--- src/rtl/wspe_pkg.sv ---
// wspe_pkg: shared types and constants for the WS2812 SPI pixel encoder.
// Used by every module under rtl/. No dependencies.
`default_nettype none
package wspe_pkg;

    localparam int PAD_WORDS_DEF = 16;
    localparam int QUEUE_DEPTH_DEF = 4;
    localparam int PIXEL_WORDS = 12;

    localparam logic [1:0] CFG_BRIGHTNESS = 2'd0;
    localparam logic [1:0] CFG_ONE_PAT = 2'd1;
    localparam logic [1:0] CFG_ZERO_PAT = 2'd2;

    typedef struct packed {
        logic [6:0] pct;
        logic [7:0] one_pat;
        logic [7:0] zero_pat;
    } wspe_cfg_t;

    typedef struct packed {
        logic [23:0] stream;
        logic        frm_start;
        logic        frm_end;
    } wspe_item_t;

    typedef struct packed {
        logic full;
        logic not_empty;
    } wspe_qstat_t;

    typedef enum logic [1:0] {
        PH_LEAD,
        PH_PIX,
        PH_TRAIL
    } wspe_phase_t;

endpackage
`default_nettype wire

--- src/rtl/wspe_front.sv ---
// wspe_front: accepts pixels, scales each channel by brightness percent.
// One register stage (products); the divide by 100 via reciprocal runs on the way
// into the queue. Uses wspe_pkg.
`default_nettype none
module wspe_front (
    input  wire logic               clk,
    input  wire logic               rst_n,
    input  wire logic               in_valid,
    output logic                    in_stall,
    input  wire logic [7:0]         red,
    input  wire logic [7:0]         green,
    input  wire logic [7:0]         blue,
    input  wire logic               frame_start,
    input  wire logic               frame_end,
    input  wire logic [6:0]         pct,
    input  wire logic               q_full,
    output logic                    push,
    output wspe_pkg::wspe_item_t    item
);
    import wspe_pkg::*;

    localparam logic [27:0] DIV100_MUL = 28'd5243;

    function automatic logic [7:0] div100_sat(input logic [14:0] x);
        logic [27:0] m;
        logic [8:0]  q;
        m = 28'(x) * DIV100_MUL;
        q = m[27:19];
        return (q > 9'd255) ? 8'hFF : q[7:0];
    endfunction

    logic        s1_valid_reg;
    logic [14:0] prod_r_reg;
    logic [14:0] prod_g_reg;
    logic [14:0] prod_b_reg;
    logic        start_reg;
    logic        end_reg;
    logic        accept;

    assign push     = s1_valid_reg && !q_full;
    assign in_stall = s1_valid_reg && q_full;
    assign accept   = in_valid && !in_stall;

    always_ff @(posedge clk or negedge rst_n)
    begin
        if (!rst_n)
        begin
            s1_valid_reg <= 1'b0;
        end
        else if (accept)
        begin
            s1_valid_reg <= 1'b1;
        end
        else if (push)
        begin
            s1_valid_reg <= 1'b0;
        end
    end

    always_ff @(posedge clk)
    begin
        if (accept)
        begin
            prod_r_reg <= {7'd0, red} * {8'd0, pct};
            prod_g_reg <= {7'd0, green} * {8'd0, pct};
            prod_b_reg <= {7'd0, blue} * {8'd0, pct};
            start_reg  <= frame_start;
            end_reg    <= frame_end;
        end
    end

    always_comb
    begin
        item.stream    = {div100_sat(prod_g_reg), div100_sat(prod_r_reg),
                          div100_sat(prod_b_reg)};
        item.frm_start = start_reg;
        item.frm_end   = end_reg;
    end

endmodule
`default_nettype wire

--- src/rtl/wspe_fifo.sv ---
// wspe_fifo: short word queue between the front and back sections.
// Register array with count. Uses wspe_pkg.
`default_nettype none
module wspe_fifo #(
    parameter int DEPTH = wspe_pkg::QUEUE_DEPTH_DEF
) (
    input  wire logic                 clk,
    input  wire logic                 rst_n,
    input  wire logic                 wr,
    input  wspe_pkg::wspe_item_t      wdata,
    input  wire logic                 rd,
    output wspe_pkg::wspe_item_t      rdata,
    output wspe_pkg::wspe_qstat_t     stat
);
    import wspe_pkg::*;

    localparam int PTR_W = (DEPTH > 1) ? $clog2(DEPTH) : 1;
    localparam int CNT_W = $clog2(DEPTH + 1);

    wspe_item_t       mem [DEPTH];
    logic [PTR_W-1:0] wptr_reg;
    logic [PTR_W-1:0] rptr_reg;
    logic [CNT_W-1:0] count_reg;
    logic             do_wr;
    logic             do_rd;

    assign stat.full      = (count_reg == CNT_W'(DEPTH));
    assign stat.not_empty = (count_reg != '0);
    assign do_wr          = wr && !stat.full;
    assign do_rd          = rd && stat.not_empty;
    assign rdata          = mem[rptr_reg];

    function automatic logic [PTR_W-1:0] bump(input logic [PTR_W-1:0] p);
        return (p == PTR_W'(DEPTH - 1)) ? '0 : p + PTR_W'(1);
    endfunction

    always_ff @(posedge clk or negedge rst_n)
    begin
        if (!rst_n)
        begin
            wptr_reg  <= '0;
            rptr_reg  <= '0;
            count_reg <= '0;
        end
        else
        begin
            if (do_wr)
            begin
                wptr_reg <= bump(wptr_reg);
            end
            if (do_rd)
            begin
                rptr_reg <= bump(rptr_reg);
            end
            if (do_wr && !do_rd)
            begin
                count_reg <= count_reg + CNT_W'(1);
            end
            else if (do_rd && !do_wr)
            begin
                count_reg <= count_reg - CNT_W'(1);
            end
        end
    end

    always_ff @(posedge clk)
    begin
        if (do_wr)
        begin
            mem[wptr_reg] <= wdata;
        end
    end

endmodule
`default_nettype wire

--- src/rtl/wspe_back.sv ---
// wspe_back: word serializer; emits reset words and 12 pattern words per pixel.
// Sequencer plus output register. Uses wspe_pkg.
`default_nettype none
module wspe_back #(
    parameter int PAD_WORDS = wspe_pkg::PAD_WORDS_DEF
) (
    input  wire logic               clk,
    input  wire logic               rst_n,
    input  wspe_pkg::wspe_cfg_t     cfg,
    input  wspe_pkg::wspe_item_t    item,
    input  wire logic               item_valid,
    output logic                    pop,
    output logic                    out_valid,
    input  wire logic               out_stall,
    output logic [15:0]             spi_word,
    output logic                    run_last,
    output logic                    frame_last
);
    import wspe_pkg::*;

    localparam bit HAS_PAD = (PAD_WORDS > 0);
    localparam int CNT_MAX = (PAD_WORDS > PIXEL_WORDS) ? PAD_WORDS : PIXEL_WORDS;
    localparam int CNT_W = $clog2(CNT_MAX);
    localparam logic [CNT_W-1:0] PAD_LAST = CNT_W'(HAS_PAD ? PAD_WORDS - 1 : 0);
    localparam logic [CNT_W-1:0] PIX_LAST = CNT_W'(PIXEL_WORDS - 1);

    wspe_phase_t      phase_reg, phase_next;
    logic             busy_reg, busy_next;
    logic [CNT_W-1:0] cnt_reg, cnt_next;
    logic [23:0]      stream_reg, stream_next;
    logic             end_reg, end_next;

    logic             out_valid_reg;
    logic [15:0]      word_reg, word_next;
    logic             run_reg, run_next;
    logic             frm_reg, frm_next;

    logic             emit;
    logic             fin_item;

    assign emit       = busy_reg && (!out_valid_reg || !out_stall);
    assign out_valid  = out_valid_reg;
    assign spi_word   = word_reg;
    assign run_last   = run_reg;
    assign frame_last = frm_reg;

    // next state
    always_comb
    begin
        phase_next  = phase_reg;
        busy_next   = busy_reg;
        cnt_next    = cnt_reg;
        stream_next = stream_reg;
        end_next    = end_reg;
        fin_item    = 1'b0;
        if (emit)
        begin
            unique case (phase_reg)
                PH_LEAD:
                begin
                    if (cnt_reg == PAD_LAST)
                    begin
                        phase_next = PH_PIX;
                        cnt_next   = '0;
                    end
                    else
                    begin
                        cnt_next = cnt_reg + CNT_W'(1);
                    end
                end
                PH_PIX:
                begin
                    stream_next = {stream_reg[21:0], 2'b00};
                    if (cnt_reg == PIX_LAST)
                    begin
                        if (end_reg && HAS_PAD)
                        begin
                            phase_next = PH_TRAIL;
                            cnt_next   = '0;
                        end
                        else
                        begin
                            fin_item = 1'b1;
                        end
                    end
                    else
                    begin
                        cnt_next = cnt_reg + CNT_W'(1);
                    end
                end
                PH_TRAIL:
                begin
                    if (cnt_reg == PAD_LAST)
                    begin
                        fin_item = 1'b1;
                    end
                    else
                    begin
                        cnt_next = cnt_reg + CNT_W'(1);
                    end
                end
                default:
                begin
                    fin_item = 1'b1;
                end
            endcase
        end
        pop = item_valid && (!busy_reg || fin_item);
        if (pop)
        begin
            busy_next   = 1'b1;
            stream_next = item.stream;
            end_next    = item.frm_end;
            phase_next  = (item.frm_start && HAS_PAD) ? PH_LEAD : PH_PIX;
            cnt_next    = '0;
        end
        else if (fin_item)
        begin
            busy_next = 1'b0;
        end
    end

    // word outputs
    always_comb
    begin
        word_next = '0;
        run_next  = 1'b0;
        frm_next  = 1'b0;
        unique case (phase_reg)
            PH_LEAD:
            begin
                word_next = '0;
            end
            PH_PIX:
            begin
                word_next[7:0]  = stream_reg[23] ? cfg.one_pat : cfg.zero_pat;
                word_next[15:8] = stream_reg[22] ? cfg.one_pat : cfg.zero_pat;
                run_next = (cnt_reg == PIX_LAST) && !(end_reg && HAS_PAD);
                frm_next = (cnt_reg == PIX_LAST) && end_reg && !HAS_PAD;
            end
            PH_TRAIL:
            begin
                run_next = (cnt_reg == PAD_LAST);
                frm_next = (cnt_reg == PAD_LAST);
            end
            default:
            begin
                word_next = '0;
            end
        endcase
    end

    always_ff @(posedge clk or negedge rst_n)
    begin
        if (!rst_n)
        begin
            phase_reg     <= PH_PIX;
            busy_reg      <= 1'b0;
            cnt_reg       <= '0;
            out_valid_reg <= 1'b0;
        end
        else
        begin
            phase_reg <= phase_next;
            busy_reg  <= busy_next;
            cnt_reg   <= cnt_next;
            if (emit)
            begin
                out_valid_reg <= 1'b1;
            end
            else if (!out_stall)
            begin
                out_valid_reg <= 1'b0;
            end
        end
    end

    always_ff @(posedge clk)
    begin
        stream_reg <= stream_next;
        end_reg    <= end_next;
        if (emit)
        begin
            word_reg <= word_next;
            run_reg  <= run_next;
            frm_reg  <= frm_next;
        end
    end

endmodule
`default_nettype wire

--- src/rtl/ws2812_spi_pixel_encoder_core.sv ---
// ws2812_spi_pixel_encoder_core: top level; config registers, front, queue, back.
// Depends on wspe_pkg, wspe_front, wspe_fifo, wspe_back.
//
// One RGB pixel in, 16-bit SPI words out, low byte sent first. Each pixel is
// scaled by brightness_pct (floor(c*pct/100), saturating at 255) and yields 12
// words, one per clock from the back-end serializer while out_stall is low;
// frame_start adds PAD_WORDS zero words before it and frame_end PAD_WORDS
// zero words after it, so a pixel yields 12, 12+PAD_WORDS or 12+2*PAD_WORDS
// words. The front scaling stage registers the products before the queue.
// The front keeps accepting pixels into a QUEUE_DEPTH queue until it is full,
// so words stream without gaps while the queue holds pixels.
`default_nettype none
module ws2812_spi_pixel_encoder_core #(
    parameter int PAD_WORDS   = wspe_pkg::PAD_WORDS_DEF,
    parameter int QUEUE_DEPTH = wspe_pkg::QUEUE_DEPTH_DEF
) (
    input  wire logic        clk,
    input  wire logic        rst_n,
    input  wire logic        cfg_we,
    input  wire logic [1:0]  cfg_index,
    input  wire logic [7:0]  cfg_data,
    input  wire logic        in_valid,
    output logic             in_stall,
    input  wire logic [7:0]  red,
    input  wire logic [7:0]  green,
    input  wire logic [7:0]  blue,
    input  wire logic        frame_start,
    input  wire logic        frame_end,
    output logic             out_valid,
    input  wire logic        out_stall,
    output logic [15:0]      spi_word,
    output logic             run_last,
    output logic             frame_last
);
    import wspe_pkg::*;

    wspe_cfg_t   cfg_reg;
    wspe_item_t  front_item;
    wspe_item_t  q_item;
    wspe_qstat_t q_stat;
    logic        push;
    logic        pop;

    always_ff @(posedge clk or negedge rst_n)
    begin
        if (!rst_n)
        begin
            cfg_reg.pct      <= 7'd100;
            cfg_reg.one_pat  <= 8'd248;
            cfg_reg.zero_pat <= 8'd192;
        end
        else if (cfg_we)
        begin
            unique case (cfg_index)
                CFG_BRIGHTNESS: cfg_reg.pct      <= cfg_data[6:0];
                CFG_ONE_PAT:    cfg_reg.one_pat  <= cfg_data;
                CFG_ZERO_PAT:   cfg_reg.zero_pat <= cfg_data;
                default:        cfg_reg          <= cfg_reg;
            endcase
        end
    end

    wspe_front u_front (
        .clk         (clk),
        .rst_n       (rst_n),
        .in_valid    (in_valid),
        .in_stall    (in_stall),
        .red         (red),
        .green       (green),
        .blue        (blue),
        .frame_start (frame_start),
        .frame_end   (frame_end),
        .pct         (cfg_reg.pct),
        .q_full      (q_stat.full),
        .push        (push),
        .item        (front_item)
    );

    wspe_fifo #(
        .DEPTH (QUEUE_DEPTH)
    ) u_fifo (
        .clk   (clk),
        .rst_n (rst_n),
        .wr    (push),
        .wdata (front_item),
        .rd    (pop),
        .rdata (q_item),
        .stat  (q_stat)
    );

    wspe_back #(
        .PAD_WORDS (PAD_WORDS)
    ) u_back (
        .clk        (clk),
        .rst_n      (rst_n),
        .cfg        (cfg_reg),
        .item       (q_item),
        .item_valid (q_stat.not_empty),
        .pop        (pop),
        .out_valid  (out_valid),
        .out_stall  (out_stall),
        .spi_word   (spi_word),
        .run_last   (run_last),
        .frame_last (frame_last)
    );

    a_stall_only_full: assert property (@(posedge clk) disable iff (!rst_n)
        in_stall |-> q_stat.full)
        else $error("input stalled with queue space left");

    a_pop_nonempty: assert property (@(posedge clk) disable iff (!rst_n)
        pop |-> q_stat.not_empty)
        else $error("queue popped while empty");

    a_frame_end_zero: assert property (@(posedge clk) disable iff (!rst_n)
        (PAD_WORDS > 0) && out_valid && frame_last |-> run_last && (spi_word == 16'd0))
        else $error("frame end word not a final zero reset word");

endmodule
`default_nettype wire
--- config.mk ---
export PLATFORM = sky130hd
export DESIGN_NAME = ws2812_spi_pixel_encoder_core
export DESIGN_NICKNAME = d
export VERILOG_FILES = /design/src/rtl/wspe_pkg.sv /design/src/rtl/wspe_front.sv /design/src/rtl/wspe_fifo.sv /design/src/rtl/wspe_back.sv /design/src/rtl/ws2812_spi_pixel_encoder_core.sv
export SDC_FILE = /design/constraint.sdc
export NUM_CORES = 1
export LEC_CHECK = 0
export ABC_CLOCK_PERIOD_IN_PS = 5500
export CORE_AREA = 2 2 210 212
export DETAILED_ROUTE_END_ITERATION = 8
export DIE_AREA = 0 0 212 214
export DONT_BUFFER_PORTS = 1
export GPL_TIMING_DRIVEN = 0
export PLACE_DENSITY_LB_ADDON = 0.2
export SETUP_SLACK_MARGIN = 0.2
export SLEW_MARGIN = 20
export SYNTH_ARGS = -nofsm -noshare
export SYNTH_HDL_FRONTEND = slang
export SYNTH_HIERARCHICAL = 1
export SYNTH_SLANG_ARGS = --single-unit
export TNS_END_PERCENT = 50
--- constraint.sdc ---
create_clock -name clk -period 5.5 [get_ports clk]
set_input_delay 1.1 -clock clk [delete_from_list [all_inputs] [get_ports clk]]
set_output_delay 1.1 -clock clk [all_outputs]
set_load 0.02 [all_outputs]
==> qor.log <==
[timing] hold violation count in the final report 0
[grt] pin count of the biggest net entering global routing 40
[clock_tree] CTS H-tree depth 1
[grt] number of global-route vias before repair 17100
[clock_tree] buffer cell driving the clock tree root clkbuf_16
[floorplan] count of boundary I/O pins 61
[timing] worst clock skew 0.0201 ns
[grt] global-route wire length before repair 85.3 mm
[setup_path] critical path capture point type flop
[setup_path] type of the worst setup path flop to flop
[route] Post-route DRC 0
[synthesis] share of the synthesized area in the top cell type 0.231
[route] top metal layer carrying routed signals met5
[grt] aggregate global routing overflow 0
[setup_path] Critical Path Slowest Stage Cell fa_1
[setup_path] Critical Path RT 5.77 ns
[route] Detailed Route WL 51.8 mm
[timing] Worst slew margin 0.405
[clock_tree] Clk Latency, worst-skew pair 0.56 ns
[finish] Total Nets Final 3074
[setup_path] count of buffer and inverter cells on the critical path 3
[finish] highest-count cells in the layout ignoring fill and taps 496 x inv_1, 403 x ha_1, 294 x fa_1
[min_path] worst min-delay path class input pin to asynchronous set/reset pin
[floorplan] Starting Density 0.595
[floorplan] area of the placeable core 42900 µm²
[finish] antenna cells 0
[synthesis] number of synthesized register bits 233
[floorplan] std cell rows 76
[clock_tree] cts hold-fix bufs 0
[route] vias after detailed routing 16100
[placed_design] Final HPWL DP 41.6 mm
[setup_path] CP Data Arrival Time 5.48 ns
[setup_path] critical-path maximum fanout 5
[setup_path] Most common cell on crit path fa_1
[floorplan] y dimension of the die 214 µm
[synthesis] number of flops mapped to enable cells by yosys 194
[timing] worst slew pin tran 0.892 ns
[finish] area taken by multi-input logic gates 17000 µm²
[placed_design] number of port buffers 0
[route] residual antenna-violating net count after detailed routing 0
[finish] most common cell after layout, fill and taps aside inv_1
[finish] area occupied by registers 6820 µm²
[synthesis] share of synthesized registers carrying an async set or reset 0.167
[synthesis] top cells by area in the synthesized netlist fa_1 23%, edfxtp_1 23%, ha_1 20%
[clock_tree] clock-pin transition on the worst setup and hold timing paths 0.06 ns
[timing] final setup vio count 0
[flow_run] max-cap violation count 0
[timing] Final period util 0.949
[timing] Fmax achieved 192 MHz
[placed_design] final RePlAce weighted congestion 0.897
[finish] number of flip-flops under the largest register name 104
[synthesis] Seq/Total Area, Yosys 0.267
[run_status] status finished, final reports clean
[synthesis] post-synthesis cell type with the largest combined area fa_1
[timing] setup repair after global routing missed its margin yes
[grt] total routing resource utilization after global routing 0.236
[synthesis] syn_area_per_cell 11.4 µm²
[route] Met2 Wirelength 24.9 mm
[finish] share of cells above drive strength 1 0.114
[clock_tree] number of buffers inserted during clock tree synthesis 27
[setup_path] Top Family by Delay on Critical Path adder cells
[floorplan] Die Width 212 µm
[setup_path] crit-path cells buf_4 > fa_1 > ha_1 > inv_1 > fa_1 > fa_1 > fa_1 > inv_1 > ha_1 > a21o_1 > a21o_1 > a211oi_2 > a31oi_2 > a211oi_1 > xor2_1 > nand2_1
[setup_path] launching element type of the critical path flop
[synthesis] most common flop cell mapped by yosys edfxtp_1
[grt] initial antenna violation count 3
[timing] final critical delay including setup and external delays 5.22 ns
[route] WL/cell 17.7 µm
[route] iteration-0 DRC count of the detailed router 837
[synthesis] post-synthesis instance area 25500 µm²
[clock_tree] maximum count of clock buffers along a single path 3
[route] detailed-router iteration count before antenna repair 5
[finish] filler cell count 3309
[timing] Final Max Slew Viols 0
[timing] Final TNS setup 0 ns
[clock_tree] CTS tree yes
[synthesis] syn_nets 2989
[clock_tree] Sink Count 233
[setup_path] maximum cell stage delay along the critical path 0.55 ns
[route] met3 routed wirelength 2.27 mm
[synthesis] synthesis warning total 6
[synthesis] library cells used by synthesis 86
[floorplan] Die Outline Area 45400 µm²
[route] number of vias per cell after detailed routing 5.50
[route] met1 wire length 23.4 mm
[synthesis] synthesized netlist cell count 2243
[finish] P&R area growth vs syn 9.33%
## Yosys cell counts (28+ instances only)
cell type,number
a21oi_1,62
and2_1,80
dfrtp_1,28
edfxtp_1,194
fa_1,295
ha_1,410
inv_1,497
mux2_2,30
nand2_1,152
nand3_1,31
nor2b_1,29
o21ai_0,42
## worst reg2reg max path: cells and delay by family, from the launching register on
family	cells	cell delay [ns]
flip-flops	1	0.48
AO/OA/AOI/OAI	5	1.15
adder cells (fa/ha/maj)	6	2.64
AND/OR/NAND/NOR	1	0.15
buffers and inverters	3	0.32
XOR/XNOR	1	0.18
## cell families (layout without fill, tap and decap cells)
kind of cell / after synthesis / count (layout) / synth area share
AND/OR/NAND/NOR: 394 / 394 / 0.0804
adder cells (fa/ha/maj): 705 / 705 / 0.433
buffers and inverters: 529 / 635 / 0.0807
multiplexers: 95 / 95 / 0.0566
XOR/XNOR: 45 / 45 / 0.0157
AO/OA/AOI/OAI: 242 / 242 / 0.0668
flip-flops: 233 / 233 / 0.267
## layout make-up
type / instances / share of cell area
Multi-Input combinational cell: 1481 / 0.608
Tap cell: 585 / 0.0262
Clock buffer: 32 / 0.0253
Sequential cell: 233 / 0.244
Timing Repair Buffer: 56 / 0.0162
Clock inverter: 18 / 0.00592
Inverter: 498 / 0.0670
Buffer: 31 / 0.00691
## timing repair
| action | 4_1_cts | 5_1_grt |
|---|---|---|
| cloned | 0 | 0 |
| buffers inserted | 13 | 42 |
| setup endpoints to repair | 80 | 100 |
| pin swaps | 1 | 13 |
| resized for setup | 9 | 63 |
## routing by layer
layer / GRT usage / vias up
li1: - / 7684
met1: 0.326 / 8069
met2: 0.394 / 312
met3: 0.0343 / 82
met4: 0.0568 / 2
met5: 0 / -
## final timing paths
kind,startpoint,endpoint,slack (ns),depth (start not counted)
max,u_front/prod_g_reg[13],u_fifo/mem[0][23],0.28,16
min,rst_n,cfg_reg[9],0.24,0
max reg2reg,u_front/prod_g_reg[13],u_fifo/mem[0][23],0.28,16
min reg2reg,u_back/busy_reg,u_back/out_valid,0.49,1
max in group asynchronous,rst_n,cfg_reg[14],5.08,0
min in group clk,u_back/busy_reg,u_back/out_valid,0.49,1
## per-stage QoR
step                      utilization  hold WS (ns)  setup WS [ns]  std cells  cell area, µm²
after floorplan                     -         0.440          0.557       2243           25500
after global placement          0.612         0.467        -0.0594       2828           26200
after detailed placement        0.613         0.482         -0.120       2829           26300
after CTS                       0.636         0.207         0.0927       2892           27300
after global routing            0.650         0.204         0.0992       2934           27900
final                           0.650         0.237          0.281       2934           27900
Power is not shown: default switching activity piles up to over one toggle a cycle in this logic, so the estimate is an artifact.
